==> config.mk <==
export PLATFORM = sky130hd
export DESIGN_NAME = rcr_back
export DESIGN_NICKNAME = d
export VERILOG_FILES = /design/src/rtl/rcr_pkg.sv /design/src/rtl/rcr_back.sv
export SDC_FILE = /design/constraint.sdc
export NUM_CORES = 1
export LEC_CHECK = 0
export BUFFER_PORTS_ARGS = -buffer_cell sky130_fd_sc_hd__buf_2
export CAP_MARGIN = 30
export CELL_PAD_IN_SITES_DETAIL_PLACEMENT = 1
export CELL_PAD_IN_SITES_GLOBAL_PLACEMENT = 2
export CORE_ASPECT_RATIO = 1.1
export CORE_MARGIN = 3
export CORE_UTILIZATION = 32
export CTS_CLUSTER_DIAMETER = 200
export DETAILED_ROUTE_END_ITERATION = 10
export MAX_ROUTING_LAYER = met4
export PLACE_DENSITY = 0.9
export SLEW_MARGIN = 20
export SYNTH_ARGS = -nofsm -noshare
export SYNTH_HDL_FRONTEND = slang
export SYNTH_SLANG_ARGS = --single-unit
==> constraint.sdc <==
create_clock -name clk -period 0.8 [get_ports clk]
set_input_delay 0.08 -clock clk [delete_from_list [all_inputs] [get_ports clk]]
set_output_delay 0.08 -clock clk [all_outputs]
set_load 0.005 [all_outputs]
==> src/rtl/rcr_pkg.sv <==
`timescale 1ns / 1ps

package rcr_pkg;

    // Value and intermediate widths
    localparam int VALUE_W = 32;
    localparam int MAG_W   = VALUE_W + 1;
    localparam int E_W     = 17;
    localparam int GAIN_W  = 18;
    localparam int PROD_W  = MAG_W + GAIN_W;
    localparam int NUM_W   = PROD_W + VALUE_W;
    localparam int DEN_W   = VALUE_W + 1;
    localparam int SPLIT_W = (PROD_W + 1) / 2;
    localparam int HI_W    = PROD_W - SPLIT_W;
    localparam int QSH     = 16;
    localparam int RES_W   = PROD_W - QSH + 2;

    localparam logic [E_W-1:0] RESTITUTION_ONE = E_W'(65536);

    typedef struct packed {
        logic signed [VALUE_W-1:0] first_vel_x;
        logic signed [VALUE_W-1:0] first_vel_y;
        logic signed [VALUE_W-1:0] first_vel_z;
        logic signed [VALUE_W-1:0] second_vel_x;
        logic signed [VALUE_W-1:0] second_vel_y;
        logic signed [VALUE_W-1:0] second_vel_z;
        logic        [VALUE_W-1:0] first_mass;
        logic        [VALUE_W-1:0] second_mass;
    } req_t;

    typedef struct packed {
        logic signed [VALUE_W-1:0] new_first_vel_x;
        logic signed [VALUE_W-1:0] new_first_vel_y;
        logic signed [VALUE_W-1:0] new_first_vel_z;
        logic signed [VALUE_W-1:0] new_second_vel_x;
        logic signed [VALUE_W-1:0] new_second_vel_y;
        logic signed [VALUE_W-1:0] new_second_vel_z;
        logic                      zero_mass_error;
        logic                      saturated;
    } rsp_t;

    // Per-item data that rides alongside the dividers
    typedef struct packed {
        logic [2:0][VALUE_W-1:0] v1;
        logic [2:0][VALUE_W-1:0] v2;
        logic [2:0]              neg;
        logic                    err;
    } side_t;

    typedef logic [2:0][NUM_W-1:0]  num_vec_t;
    typedef logic [2:0][PROD_W-1:0] quot_vec_t;

    // Clamp to the signed value range; MSB of the result is the clip flag
    function automatic logic [VALUE_W:0] clamp_val(input logic signed [RES_W-1:0] v);
        logic signed [RES_W-1:0] hi;
        logic signed [RES_W-1:0] lo;
        logic [VALUE_W:0]        r;
        hi = RES_W'({1'b0, {(VALUE_W-1){1'b1}}});
        lo = -hi - RES_W'(1);
        if (v > hi)
        begin
            r = {1'b1, hi[VALUE_W-1:0]};
        end
        else if (v < lo)
        begin
            r = {1'b1, lo[VALUE_W-1:0]};
        end
        else
        begin
            r = {1'b0, v[VALUE_W-1:0]};
        end
        return r;
    endfunction

endpackage

==> src/rtl/rcr_back.sv <==
`timescale 1ns / 1ps

module rcr_back
    import rcr_pkg::*;
(
    input  logic      clk,
    input  logic      rst_n,
    input  logic      in_valid,
    input  quot_vec_t q_a,
    input  quot_vec_t q_b,
    input  side_t     side,
    output logic      done,
    output rsp_t      result
);

    logic             done_reg;
    rsp_t             result_reg;
    rsp_t             result_next;
    logic [VALUE_W-1:0] r1 [3];
    logic [VALUE_W-1:0] r2 [3];
    logic [5:0]       clip;

    // Apply the scaled impulse, clamp, or pass through on zero mass
    always_comb
    begin
        logic signed [RES_W-1:0] v1e;
        logic signed [RES_W-1:0] v2e;
        logic signed [RES_W-1:0] qa;
        logic signed [RES_W-1:0] qb;
        logic [VALUE_W:0]        c1;
        logic [VALUE_W:0]        c2;
        for (int i = 0; i < 3; i++)
        begin
            v1e = RES_W'(signed'(side.v1[i]));
            v2e = RES_W'(signed'(side.v2[i]));
            qa  = RES_W'(q_a[i][PROD_W-1:QSH]);
            qb  = RES_W'(q_b[i][PROD_W-1:QSH]);
            c1  = clamp_val(side.neg[i] ? v1e + qa : v1e - qa);
            c2  = clamp_val(side.neg[i] ? v2e - qb : v2e + qb);
            if (side.err)
            begin
                r1[i]       = side.v1[i];
                r2[i]       = side.v2[i];
                clip[i]     = 1'b0;
                clip[i + 3] = 1'b0;
            end
            else
            begin
                r1[i]       = c1[VALUE_W-1:0];
                r2[i]       = c2[VALUE_W-1:0];
                clip[i]     = c1[VALUE_W];
                clip[i + 3] = c2[VALUE_W];
            end
        end
        result_next.new_first_vel_x  = r1[0];
        result_next.new_first_vel_y  = r1[1];
        result_next.new_first_vel_z  = r1[2];
        result_next.new_second_vel_x = r2[0];
        result_next.new_second_vel_y = r2[1];
        result_next.new_second_vel_z = r2[2];
        result_next.zero_mass_error  = side.err;
        result_next.saturated        = |clip;
    end

    // Hold the strobe for one cycle per transaction
    always_ff @(posedge clk or negedge rst_n)
    begin
        if (!rst_n)
        begin
            done_reg <= 1'b0;
        end
        else
        begin
            done_reg <= in_valid;
        end
    end

    always_ff @(posedge clk)
    begin
        result_reg <= result_next;
    end

    assign done   = done_reg;
    assign result = result_reg;

endmodule

==> results.py, run 1 <==
metrics = {
    "sta": {
        "worst_endpoint": "result[89]$_DFF_P_/D",
        "endpoint_type": "sequential cell input",
    },
    "placed_design": {
        "hpwl_um": 99500,
        "gp_congestion": 0.9703,
        "placed_cells": 5655,
        "io_buffer_count": 603,
    },
    "global_routing": {
        "grt_overflow_total": 301,
        "grt_usage_pct": 67.66,
        "grt_max_degree": 28,
    },
    "floorplanning": {
        "chipWidth_um": 262.4,
        "rows": 102,
        "die_height_um": 288.1,
        "io_pins": 700,
        "start_util_pct": 32.62,
    },
    "synthesis": {
        "synth_enable_flop_cells": 0,
        "ys_types": 86,
        "avgSynthCellArea_um2": 7.362,
        "yosysSeqAreaShare_pct": 16.89,
        "async_flop_share_pct": 0.5128,
        "syn_nets": 3883,
        "yosys_warnings": 0,
        "syn_area_um2": 23150,
        "synthFlopType": "dfxtp_1",
        "syn_inst": 3144,
        "ys_ff_latch": 195,
    },
    "run_status": {
        "error": "[ERROR GRT-0232] Routing congestion too high. Check the congestion heatmap in the GUI.",
        "haltStage": "5_1_grt",
        "status": "aborted with a tool error",
    },
    "clocking": {
        "htreeDepth": 4,
        "cts-root-buf": "clkbuf_16",
        "cts.sinks": 195,
        "cts_made_buffers": 17,
        "clockBufferDepth": 2,
    },
}
==> metrics by stage <==
stage               util [%]  setup WS, ns  instance area (µm²)
floorplan                  -        -3.761                24190
global placement       51.20        -4.367                36330
detailed placement     51.20        -4.675                36330
CTS                    58.51        -3.715                41510
==> Yosys cell counts, types with 9 or more instances <==
library cell	number	area share [%]
a21boi_0	9	0.29
nor3_1	67	1.4
o21ai_0	135	2.9
and2_1	16	0.43
xor2_1	159	6.0
nor2b_1	24	0.65
a21o_1	102	3.3
nand3_1	41	0.89
nand2b_1	36	0.97
nor4_1	31	0.84
and3_1	28	0.76
o211ai_1	17	0.55
nand4_1	28	0.76
inv_1	193	3.1
ha_1	228	12
or3_1	23	0.62
dfxtp_1	194	17
o31a_1	9	0.34
and3b_1	11	0.42
nand2_1	246	4.0
buf_2	20	0.43
o31ai_1	13	0.42
a21oi_1	437	9.4
o21a_1	47	1.5
a31oi_1	50	1.4
a211o_1	14	0.53
xnor2_1	234	8.9
o21bai_1	31	1.0
clkbuf_1	103	1.7
a2bb2oi_1	71	2.7
a31o_2	14	0.53
nor2_1	233	3.8
a211oi_1	120	3.9
==> cell families after synthesis <==
kind of cell	count (synthesis)	share of synthesized area [%]
compound gates	1157	32.24
simple gates	830	17.28
xor+xnor	393	14.87
buf+inv	325	5.427
fa+ha+maj	234	12.84
flops	195	16.89
mux	10	0.4595
==> layer usage <==
metal,GRT overflow,track usage (%)
met1,1,63.56
met2,184,86.80
met3,5,49.93
met4,111,66.90
met5,-,-
==> what timing repair did <==
| action | 4_1_cts |
|---|---|
| cloned | 13 |
| buffers inserted | 92 |
| pin swaps | 168 |
| endpoints found under the setup margin | 388 |
| hold buffers | 194 |
| resized for setup | 373 |
| hold endpoints to repair | 191 |
==> inputs of run 2 (changes only) <==
==> config.mk (replaced) <==
export PLATFORM = sky130hd
export DESIGN_NAME = rcr_back
export DESIGN_NICKNAME = d
export VERILOG_FILES = /design/src/rtl/rcr_pkg.sv /design/src/rtl/rcr_back.sv
export SDC_FILE = /design/constraint.sdc
export NUM_CORES = 1
export LEC_CHECK = 0
export BUFFER_PORTS_ARGS = -buffer_cell sky130_fd_sc_hd__buf_2
export CAP_MARGIN = 30
export CORE_AREA = 3 3 275 277
export DETAILED_ROUTE_END_ITERATION = 10
export DIE_AREA = 0 0 278 280
export PLACE_DENSITY_LB_ADDON = 0.15
export SLEW_MARGIN = 20
export SYNTH_ARGS = -nofsm -noshare
export SYNTH_HDL_FRONTEND = slang
export SYNTH_SLANG_ARGS = --single-unit
==> results.py, run 2 <==
metrics = {
    "synthesis": {
        "synthFlopType": "dfxtp_1",
        "avgSynthCellArea_um2": 7.362,
        "ys_types": 86,
        "async_flop_share_pct": 0.5128,
        "yosysSeqAreaShare_pct": 16.89,
        "syn_inst": 3144,
        "yosys_warnings": 0,
        "syn_nets": 3883,
        "synth.top_cell.area_share_pct": 16.78,
        "syn_area_um2": 23150,
        "synth_top_cells_by_count": "437 x a21oi_1, 246 x nand2_1, 234 x xnor2_1",
        "ys_ff_latch": 195,
        "yosys.area.top_type": "dfxtp_1",
        "yosysMostFrequentCell": "a21oi_1",
        "synth_top_cells_by_area": "dfxtp_1 17%, ha_1 12%, a21oi_1 9.4%",
        "synth_enable_flop_cells": 0,
    },
    "route": {
        "drtIter0Drc": 1696,
        "vias": 31166,
        "drt-wirelength-per-cell_um": 18.72,
        "drtAntennaViolNets": 0,
        "drc": 0,
        "wl_um": 114500,
        "via_per_inst": 5.094,
        "first_pass_iters": 5,
    },
    "worst_hold_path": {
        "whs_endpoint": "result[163]$_DFF_P_",
        "worstHoldPathType": "primary input to flip-flop",
        "min_from": "side[101]",
        "whs_path_depth": 4,
    },
    "floorplanning": {
        "start_util_pct": 31.67,
        "rows": 99,
        "die_area_um2": 77840,
        "die_height_um": 280,
        "core_area_um2": 73080,
        "chipWidth_um": 278,
        "io_pins": 700,
    },
    "clocking": {
        "cts_tree": "done",
        "cts_made_buffers": 17,
        "clockBufferDepth": 2,
        "htreeDepth": 4,
        "clkTransAtPathRegs_ns": 0.08,
        "cts-root-buf": "clkbuf_16",
        "cts.sinks": 195,
    },
    "placed_design": {
        "placed_cells": 5733,
        "hpwl_um": 88260,
        "gp_congestion": 0.9192,
        "io_buffer_count": 603,
    },
    "critical_path": {
        "cp.arrival_ns": 4.91,
        "cp.required_ns": 1.18,
        "path_class": "primary input to flip-flop",
        "crit_path_start_kind": "primary input",
        "crit_path_top_delay_cell": "or4_4",
        "crit_path_end_kind": "flip-flop",
        "critPathMaxFanout": 5,
        "max_stage_delay_ns": 0.55,
        "worstSetupStartpoint": "q_b[24]",
    },
    "sta": {
        "max_freq_ghz": 0.2210,
        "fin_ws_ns": -3.726,
        "finalSetupViolations": 388,
        "hold_viol": 0,
        "slew_violations": 0,
        "timing.slew.headroom_pct": 70.18,
        "period_share_pct": 565.7,
        "tightest_slew_ns": 0.4432,
        "setup_tns_ns": -695.97,
        "fin_crit_ns": 4.526,
        "rsz0062_at_grt": "yes",
    },
    "global_routing": {
        "grt_pass1_wl_um": 170400,
        "grt_overflow_total": 0,
        "grt_usage_pct": 27.65,
        "grt_max_degree": 62,
        "antenna_found_initial": 36,
        "first_global_vias": 31055,
    },
    "job": {
        "cap_violations": 0,
    },
    "cells_and_area": {
        "area_growth_pct": 86.86,
        "final_cell_mix": "1189 x buf_4, 585 x buf_2, 367 x a21oi_1, 221 x xnor2_1, 221 x nand2_1",
        "fin_util_pct": 59.18,
        "seq_area_um2": 3909,
        "final_cells": 6118,
        "drive_gt1_share_pct": 47.71,
        "layout_commonest_cell": "buf_4",
        "fillers": 6639,
        "largest_reg_flops": 194,
        "multi_input_area_um2": 20960,
        "nets": 5868,
    },
    "run_status": {
        "violations": "negative setup slack",
        "status": "complete, but fails checks",
    },
    "pwr": {
        "p_leak_nw": 20.77,
        "p_per_area_nw_per_um2": 1582,
        "ir_drop_mv": 1.783,
    },
}
run 2: how the worst max path moves through the flow:
stage / endpoint / slack (ns)
3_3_place_gp: result[0]$_DFF_P_ / -4.37
5_1_grt: result[85]$_DFF_P_ / -3.86
6_report: result[93]$_DFF_P_ / -3.73
2_1_floorplan: result[0]$_DFF_P_ / -3.76
4_1_cts: result[0]$_DFF_P_ / -3.55
3_5_place_dp: result[66]$_DFF_P_ / -4.38
run 2: cells by family (layout without fill, tap and decap cells):
| logic type | Yosys count | after routing | synth area share [%] |
|---|---|---|---|
| AOI/OAI and AO/OA | 1157 | 1158 | 32.24 |
| xor gates and xnor gates | 393 | 393 | 14.87 |
| adders and majority gates | 234 | 234 | 12.84 |
| buffers and inverters | 325 | 2321 | 5.427 |
| DFF | 195 | 195 | 16.89 |
| muxes | 10 | 10 | 0.4595 |
| other | 0 | 17 | 0 |
| and+or+nand+nor | 830 | 831 | 17.28 |
run 2: per-layer routing:
metal / global-route usage (%) / vias to the layer above / wire (µm)
li1: - / 15427 / -
met1: 35.06 / 14689 / 50190
met2: 46.19 / 802 / 53430
met3: 5.949 / 214 / 7045
met4: 10.13 / 34 / 3637
met5: 0 / - / 235
run 2: timing repair:
action                                 CTS  global route
setup buffers                           77            63
setup endpoints to repair              388           388
resized for setup                      290           244
hold buffers                           191             0
gates cloned                            11             8
pin swaps                              153           141
endpoints found under the hold margin  189             0
run 2: worst max-delay path: cells and delay by family:
family / cells / cell delay, ns
compound gates: 9 / 1.71
xor+xnor: 2 / 0.32
simple gates: 9 / 1.90
buf+inv: 4 / 0.58
fa+ha+maj: 1 / 0.30
run 2: metrics by stage:
stage	power, mW	hold slack (ns)	instance area, µm²	worst slack [ns]
floorplan	32.47	-0.2156	24190	-3.761
global placement	50.73	-0.1447	36820	-4.366
detailed placement	50.79	-0.1436	36820	-4.378
CTS	65.14	0.0006563	41500	-3.546
global route	72.66	0.02851	43240	-3.863
finish	68.41	0.03010	43250	-3.726
run 2: cell type report:
type	instances	area share (%)
tap	959	2.774
inverter	193	1.681
multi-input combinational	2626	48.45
timing repair buffer	2096	36.70
clock buffer	19	1.024
sequential	195	9.037
clock inverter	13	0.2343
antenna	17	0.09835
run 2: where the power goes:
part / leakage (nW) / total, mW / internal [mW] / switching, mW
sequential: 1.65 / 12.4 / 11.7 / 0.699
combinational: 18.9 / 46.8 / 23.9 / 23.0
clock: 0.263 / 9.17 / 4.13 / 5.04
total: 20.8 / 68.4 / 39.7 / 28.7
(Power assumes the default switching activity.)
